==> config.mk <==
export PLATFORM = sky130hd
export DESIGN_NAME = fdtd_ctrl
export DESIGN_NICKNAME = d
export VERILOG_FILES = /design/src/rtl/fdtd_pkg.sv /design/src/rtl/fdtd_ctrl.sv
export SDC_FILE = /design/constraint.sdc
export NUM_CORES = 1
export LEC_CHECK = 0
export ABC_CLOCK_PERIOD_IN_PS = 4900
export BUFFER_PORTS_ARGS = -buffer_cell sky130_fd_sc_hd__buf_2
export CAP_MARGIN = 20
export CORE_ASPECT_RATIO = 0.9
export CORE_MARGIN = 2
export CORE_UTILIZATION = 55
export DETAILED_ROUTE_END_ITERATION = 7
export PLACE_DENSITY = 0.9
export SETUP_SLACK_MARGIN = 0.4
export SLEW_MARGIN = 20
export SYNTH_ARGS = -nofsm -noshare
export SYNTH_HDL_FRONTEND = slang
export SYNTH_SLANG_ARGS = --single-unit
==> constraint.sdc <==
create_clock -name clk_i -period 4.9 [get_ports clk_i]
set_input_delay 0.49 -clock clk_i [delete_from_list [all_inputs] [get_ports clk_i]]
set_output_delay 0.49 -clock clk_i [all_outputs]
set_load 0.02 [all_outputs]
==> src/rtl/fdtd_pkg.sv <==
`timescale 1ns / 1ps
`default_nettype none

package fdtd_pkg;

  localparam int unsigned COORD_W   = 5;
  localparam int unsigned NODES_W   = 6;
  localparam int unsigned VAL_W     = 32;
  localparam int unsigned ADDR_W    = 3 * COORD_W;
  localparam int unsigned N_BANKS   = 8;
  localparam int unsigned MAX_NODES = 32;

  // commands
  localparam logic [2:0] CMD_WRITE = 3'd0;
  localparam logic [2:0] CMD_READ  = 3'd1;
  localparam logic [2:0] CMD_UPD_E = 3'd2;
  localparam logic [2:0] CMD_UPD_B = 3'd3;
  localparam logic [2:0] CMD_BOUND = 3'd4;

  // storage banks (quantity codes)
  localparam logic [2:0] Q_EX   = 3'd0;
  localparam logic [2:0] Q_BX   = 3'd3;
  localparam logic [2:0] Q_IEPS = 3'd6;
  localparam logic [2:0] Q_IMU  = 3'd7;

  // configuration register indexes
  localparam logic [2:0] CFG_NODES_X = 3'd0;
  localparam logic [2:0] CFG_NODES_Y = 3'd1;
  localparam logic [2:0] CFG_NODES_Z = 3'd2;
  localparam logic [2:0] CFG_ISP_X   = 3'd3;
  localparam logic [2:0] CFG_ISP_Y   = 3'd4;
  localparam logic [2:0] CFG_ISP_Z   = 3'd5;

  localparam logic [VAL_W-1:0] ONE_Q16 = 32'h0001_0000;

  typedef logic [2:0][COORD_W-1:0] xyz_t;     // [0]=x [1]=y [2]=z
  typedef logic [2:0][NODES_W-1:0] nodes_t;

  typedef struct packed {
    logic [2:0]        command;
    logic [2:0]        quantity;
    logic [4:0]        cell_x;
    logic [4:0]        cell_y;
    logic [4:0]        cell_z;
    logic signed [31:0] write_value;
    logic [31:0]       step_size;
  } in_t;

  typedef struct packed {
    logic signed [31:0] read_value;
    logic              status;
  } out_t;

  // datapath operation of the cycle
  typedef enum logic [19:0] {
    ST_NOP   = 20'h00001,
    ST_CLEAR = 20'h00002,
    ST_SWR   = 20'h00004,
    ST_SRD   = 20'h00008,
    ST_SCAP  = 20'h00010,
    ST_RDA   = 20'h00020,
    ST_RDB   = 20'h00040,
    ST_RDT   = 20'h00080,
    ST_M1    = 20'h00100,
    ST_M2    = 20'h00200,
    ST_R2    = 20'h00400,
    ST_CURL  = 20'h00800,
    ST_M3    = 20'h01000,
    ST_R3    = 20'h02000,
    ST_M4    = 20'h04000,
    ST_R4    = 20'h08000,
    ST_WR    = 20'h10000,
    ST_BRD   = 20'h20000,
    ST_BWL   = 20'h40000,
    ST_BWH   = 20'h80000
  } step_e;

  typedef struct packed {
    step_e      step;
    logic [1:0] comp;
    logic [1:0] pass;
    xyz_t       ctr;
    logic       load_in;
    logic       load_out;
  } dp_cmd_t;

  typedef struct packed {
    logic [2:0] cmd;
    logic       in_range;
    logic       out_busy;
    nodes_t     nodes;
  } dp_sts_t;

endpackage

`default_nettype wire

==> src/rtl/fdtd_ctrl.sv <==
`timescale 1ns / 1ps
`default_nettype none

module fdtd_ctrl (
  input  wire logic              clk_i,
  input  wire logic              rst_ni,
  input  wire logic              in_valid_i,
  output logic                   in_ready_o,
  input  wire fdtd_pkg::dp_sts_t sts_i,
  output fdtd_pkg::dp_cmd_t      cmd_o
);

  import fdtd_pkg::*;

  typedef enum logic [5:0] {
    S_CLEAR = 6'b000001,
    S_IDLE  = 6'b000010,
    S_DEC   = 6'b000100,
    S_RDW   = 6'b001000,
    S_RUN   = 6'b010000,
    S_DONE  = 6'b100000
  } state_e;

  state_e     state_q, state_d;
  step_e      step_q, step_d;
  logic [1:0] comp_q, comp_d, pass_q, pass_d;
  xyz_t       ctr_q, ctr_d;

  // loop bounds per axis
  logic              is_e, sweep;
  xyz_t              lo, hi, nxt;
  logic              carry;
  logic [NODES_W-1:0] nm1, nm2;

  assign is_e  = (sts_i.cmd == CMD_UPD_E);
  assign sweep = is_e || (sts_i.cmd == CMD_UPD_B);

  always_comb begin
    for (int a = 0; a < 3; a++) begin
      nm1 = sts_i.nodes[a] - 6'd1;
      nm2 = sts_i.nodes[a] - 6'd2;
      if (sweep) begin
        lo[a] = is_e ? 5'd1 : 5'd0;
        hi[a] = nm2[COORD_W-1:0];
      end else begin
        lo[a] = 5'd0;
        hi[a] = (pass_q == 2'(a)) ? 5'd0 : nm1[COORD_W-1:0];
      end
    end
  end

  // next node, z innermost
  always_comb begin
    nxt   = ctr_q;
    carry = 1'b1;
    for (int a = 2; a >= 0; a--) begin
      if (carry) begin
        if (ctr_q[a] == hi[a]) begin
          nxt[a] = lo[a];
        end else begin
          nxt[a] = ctr_q[a] + 5'd1;
          carry  = 1'b0;
        end
      end
    end
  end

  // sequencing
  always_comb begin
    state_d = state_q;
    step_d  = step_q;
    comp_d  = comp_q;
    pass_d  = pass_q;
    ctr_d   = ctr_q;
    in_ready_o     = 1'b0;
    cmd_o.step     = ST_NOP;
    cmd_o.comp     = comp_q;
    cmd_o.pass     = pass_q;
    cmd_o.ctr      = ctr_q;
    cmd_o.load_in  = 1'b0;
    cmd_o.load_out = 1'b0;
    case (state_q)
      S_CLEAR: begin
        cmd_o.step = ST_CLEAR;
        ctr_d = ctr_q + 15'd1;
        if (ctr_q == '1) state_d = S_IDLE;
      end
      S_IDLE: begin
        in_ready_o = 1'b1;
        if (in_valid_i) begin
          cmd_o.load_in = 1'b1;
          state_d = S_DEC;
        end
      end
      S_DEC: begin
        comp_d = 2'd0;
        pass_d = 2'd0;
        ctr_d  = lo;
        case (sts_i.cmd)
          CMD_WRITE: begin
            if (sts_i.in_range) cmd_o.step = ST_SWR;
            state_d = S_DONE;
          end
          CMD_READ: begin
            if (sts_i.in_range) begin
              cmd_o.step = ST_SRD;
              state_d = S_RDW;
            end else begin
              state_d = S_DONE;
            end
          end
          CMD_UPD_E, CMD_UPD_B: begin
            step_d  = ST_RDA;
            state_d = S_RUN;
          end
          CMD_BOUND: begin
            ctr_d   = '0;
            step_d  = ST_BRD;
            state_d = S_RUN;
          end
          default: state_d = S_DONE;
        endcase
      end
      S_RDW: begin
        cmd_o.step = ST_SCAP;
        state_d = S_DONE;
      end
      S_RUN: begin
        cmd_o.step = step_q;
        case (step_q)
          ST_RDA:  step_d = ST_RDB;
          ST_RDB:  step_d = ST_RDT;
          ST_RDT:  step_d = ST_M1;
          ST_M1:   step_d = ST_M2;
          ST_M2:   step_d = ST_R2;
          ST_R2:   step_d = ST_CURL;
          ST_CURL: step_d = ST_M3;
          ST_M3:   step_d = ST_R3;
          ST_R3:   step_d = ST_M4;
          ST_M4:   step_d = ST_R4;
          ST_R4:   step_d = ST_WR;
          ST_WR: begin
            step_d = ST_RDA;
            if (comp_q != 2'd2) begin
              comp_d = comp_q + 2'd1;
            end else begin
              comp_d = 2'd0;
              ctr_d  = nxt;
              if (carry) state_d = S_DONE;
            end
          end
          ST_BRD:  step_d = ST_BWL;
          ST_BWL:  step_d = ST_BWH;
          ST_BWH: begin
            step_d = ST_BRD;
            ctr_d  = nxt;
            if (carry) begin
              if (comp_q != 2'd2) begin
                comp_d = comp_q + 2'd1;
              end else if (pass_q != 2'd2) begin
                comp_d = 2'd0;
                pass_d = pass_q + 2'd1;
              end else begin
                state_d = S_DONE;
              end
            end
          end
          default: state_d = S_DONE;
        endcase
      end
      S_DONE: begin
        if (!sts_i.out_busy) begin
          cmd_o.load_out = 1'b1;
          state_d = S_IDLE;
        end
      end
      default: state_d = S_IDLE;
    endcase
  end

  always_ff @(posedge clk_i or negedge rst_ni) begin
    if (!rst_ni) begin
      state_q <= S_CLEAR;
      step_q  <= ST_NOP;
      comp_q  <= 2'd0;
      pass_q  <= 2'd0;
      ctr_q   <= '0;
    end else begin
      state_q <= state_d;
      step_q  <= step_d;
      comp_q  <= comp_d;
      pass_q  <= pass_d;
      ctr_q   <= ctr_d;
    end
  end

endmodule

`default_nettype wire

==> Implementation_results.wiki <==
{| class="wikitable"
! Metric !! Value
|-
| Status || finished clean
|-
| Number of standard-cell rows in the floorplan || 28
|-
| Arrival time of data at the critical path endpoint || approximately 3300 ps
|-
| Period utilisation layout || about 63%
|-
| Number of global-route vias before repair || 3,472
|-
| Synth cell types || about 80
|-
| Crit path required time || just over 5000 ps
|-
| Floorplan Core Area || between 6000 and 7000 um^2
|-
| Clock sink total || roughly 40
|-
| Part of the power in combinational logic || roughly half
|-
| Filler Cells Inserted || slightly below 600
|-
| Die span in y || between 80 and 90 um
|-
| Number of buffers added to fix hold violations after cts || 0
|-
| Number of H-tree levels || 2
|-
| Count of nets after finishing || 539
|-
| Switching portion of total power || 46.8%
|-
| Yosys warnings || 0
|-
| Number of flops mapped to enable cells by yosys || 0
|-
| Synth-to-layout area growth || 9.44%
|-
| Total routing resource utilization after global routing || 25.7%
|-
| Maximum buffer depth of the clock tree || 2
|-
| Reg area || between 1000 and 1500 um^2
|-
| Type of the setup path with the least slack || flip-flop to flip-flop
|-
| Min cycle time layout || around 3100 ps
|-
| Leading cell type by number of instances after synthesis || sky130_fd_sc_hd__nor2_1
|-
| Gate count after technology mapping || between 400 and 500
|-
| Final standard cell area without fillers || ~4200 um^2
|-
| Kind of launch point of the worst setup path || flip-flop
|-
| Routed len/inst || around 17 um
|-
| Number of antenna violations at the first check in global routing || 0
|-
| M2 GR Usage || about two fifths
|-
| Slew margin rel. || 35.1%
|-
| Sequential cell area fraction in the yosys report || between 20% and 30%
|-
| Ports || 68
|-
| Fraction of final layout cells sized beyond drive strength 1 || 22.4%
|-
| Main area contributors after synthesis || sky130_fd_sc_hd__dfrtp_1, sky130_fd_sc_hd__ha_1, sky130_fd_sc_hd__nor2_1, sky130_fd_sc_hd__o21ai_0, sky130_fd_sc_hd__a21oi_1
|-
| Reg-to-reg startpoint || state_q[3]
|-
| Lkg Pwr || roughly 2 nW
|-
| Reg-to-reg critical path endpoint || cmd_o[2]
|-
| Global route hottest layer || met2
|-
| Die Footprint || approximately 7600 um^2
|-
| Fraction of power consumed by sequential logic || 33.7%
|-
| DRC || 0
|-
| Slew at the pin with the worst max-slew slack || 965 ps
|-
| Fin Setup TNS || 0 ps
|-
| Combined area of the multi-input logic cells || ~2500 um^2
|-
| Number of diodes added for antenna fixing || 0
|-
| Largest net degree at the start of global routing || 42
|-
| Clk network pwr share || roughly 16%
|-
| Launch point of the critical path || state_q[3]
|-
| Number of vias per cell || about 6.4
|-
| Worst Reg2Reg Path Length in Cells || 8
|-
| Total wirelength of the detailed-routed design || ~10 mm
|-
| Net Sw Power || 687 uW
|-
| Initial cell density of the core || a little under three fifths
|-
| Post-detailed-route count of antenna-violating nets || 0
|-
| IO buf count || 64
|-
| Post-synth net total || approximately 500
|-
| Clock tree from TritonCTS || done
|-
| Post-synth ARST share || between 90% and 100%
|-
| Portion of synthesized cell area occupied by the leading cell type || 25.6%
|-
| Final hold violation count || 0
|-
| Met3 routing resource usage after global routing || under 10%
|-
| Iteration count of the initial detailed-routing pass || 5
|-
| Reg-to-reg setup timing slack || around 1800 ps
|-
| Cell area reported after detailed placement || 4090 um^2
|-
| Clk_skew || ~9.1 ps
|-
| Most common flop cell mapped by yosys || sky130_fd_sc_hd__dfrtp_1
|-
| Number of slew-limit violations in the final report || 0
|-
| Dominant cell type by area after synthesis || sky130_fd_sc_hd__dfrtp_1
|-
| Achievable Freq || ~320 MHz
|-
| Hold Crit Class || primary input to asynchronous set/reset pin
|-
| Die width || 91.8 um
|-
| Post-CTS clock slew at the launch and capture registers of the worst setup and hold paths || ~90 ps
|-
| Global-route met1 utilization || roughly a third
|-
| Synth Area per Inst || 8.41 um^2
|-
| First-iteration detailed-routing DRC count || roughly 360
|-
| Clock insertion delay at the later pin of the skew report || between 300 and 400 ps
|-
| P per Cell Area || approximately 350 nW/um^2
|-
| Total global routing overflow || 0
|-
| # Post-CTS Setup Buffers || 0
|-
| Resize count post-CTS || 0
|-
| Internal Dissipation || roughly 780 uW
|-
| Clock root buffer || sky130_fd_sc_hd__clkbuf_8
|-
| Maxcap violations || 0
|-
| Setup violations, final || 0
|-
| Worst supply voltage drop on vdd || approximately 0.25 mV
|-
| HPWL after detailed placement || roughly 7.3 mm
|-
| Wire length of the first global-routing pass || between 15 and 20 mm
|-
| Critical Path Sink Type || flip-flop
|-
| Tightest hold margin || between 300 and 400 ps
|-
| CTS buffer count || 5
|-
| Top cells by instance count after synthesis || sky130_fd_sc_hd__nor2_1, sky130_fd_sc_hd__dfrtp_1, sky130_fd_sc_hd__nand2_1
|-
| Combined area of all synthesized cells || 3820 um^2
|-
| Maximum fanout along the worst path || 25
|-
| #FFs+latches synth || 41
|-
| Setup repair after global routing missed its margin || false
|-
| Critical Path End || cmd_o[2]
|-
| Total via count after detailed routing || ~3.8k
|-
| Final GP Congestion || roughly 0.88
|}
[state kept, by name (all words and copies together) (netlist names)]
register and cells:
step_q 16, cmd_o 15, state_q 6, comp_q 2
pass_q 2
[cell type report]
| type | count | area share (%) |
|---|---|---|
| multi-input cells | 363 | 60.9 |
| inverters | 23 | 2.07 |
| flip-flops and latches | 41 | 24.6 |
| repair buffers | 64 | 7.66 |
| clock buffers | 5 | 1.65 |
| clock inverters | 3 | 0.419 |
| well taps | 90 | 2.69 |
[worst max-delay path, stage by stage (launching register included)]
cell	delay [ps]
sky130_fd_sc_hd__dfrtp_1	470
sky130_fd_sc_hd__nor4_2	440
sky130_fd_sc_hd__and3b_1	830
sky130_fd_sc_hd__o21ai_0	280
sky130_fd_sc_hd__and2_4	290
sky130_fd_sc_hd__nand4_2	120
sky130_fd_sc_hd__o21ai_4	90
sky130_fd_sc_hd__nor2b_4	160
sky130_fd_sc_hd__a211o_1	300
[metal layers]
layer / share of wire [%] / wire length [um]
met5: 0 / 0
met2: 49 / 4850
met3: 7.0 / 696
met4: 2.8 / 276
met1: 41 / 4110
[power by group through the flow]
stage               logic (mW)  clock network (mW)  registers (mW)
floorplan                0.561                   0           0.492
global placement         0.694                   0           0.492
detailed placement       0.732                   0           0.499
CTS                      0.737               0.232           0.492
global route             0.805               0.249           0.506
finish                   0.745               0.228           0.494
[cell usage in the layout, fill, tap and decap left out, drive strengths merged, types with 8 or more instances in the layout]
master / netlist / routed
buf: 19 / 64
a22o: 10 / 10
ha: 15 / 15
o21ai: 35 / 35
nor3b: 8 / 8
dfrtp: 39 / 39
nand3: 11 / 11
inv: 23 / 23
nor3: 15 / 15
and2: 19 / 19
xor2: 10 / 10
nand2: 30 / 30
nor4: 9 / 9
nor2b: 8 / 8
nor2: 45 / 45
a21oi: 28 / 28
a32o: 8 / 8
nand4: 9 / 9
xnor2: 11 / 11
[cell families after synthesis]
family | after synthesis | synth area share (%)
multiplexers | 13 | 3.64
XOR/XNOR | 21 | 4.82
flip-flops | 41 | 26.9
buffers and inverters | 50 | 6.42
AO/OA/AOI/OAI | 123 | 23.2
adder cells (fa/ha/maj) | 15 | 4.91
AND/OR/NAND/NOR | 191 | 30.0
[worst min path at each step]
stage / end / slack (ps) / cells past startpoint
final: step_q[7] / 330 / 1
after floorplan: cmd_o[10] / 190 / 0
after CTS: step_q[16] / 360 / 1
after global placement: step_q[0] / 530 / 1
after global routing: step_q[7] / 400 / 1
after detailed placement: step_q[0] / 540 / 1
[metrics by stage]
step	setup slack (ps)	power (mW)	std cells	utilization, %
6_report	1800	1.47	589	62.8
5_1_grt	1620	1.56	589	62.8
4_1_cts	1790	1.46	589	62.8
3_5_place_dp	1830	1.23	581	61.5
3_3_place_gp	1950	1.19	581	61.5
2_1_floorplan	2360	1.05	454	-
No activity file was read; power rests on OpenSTA's default activity.
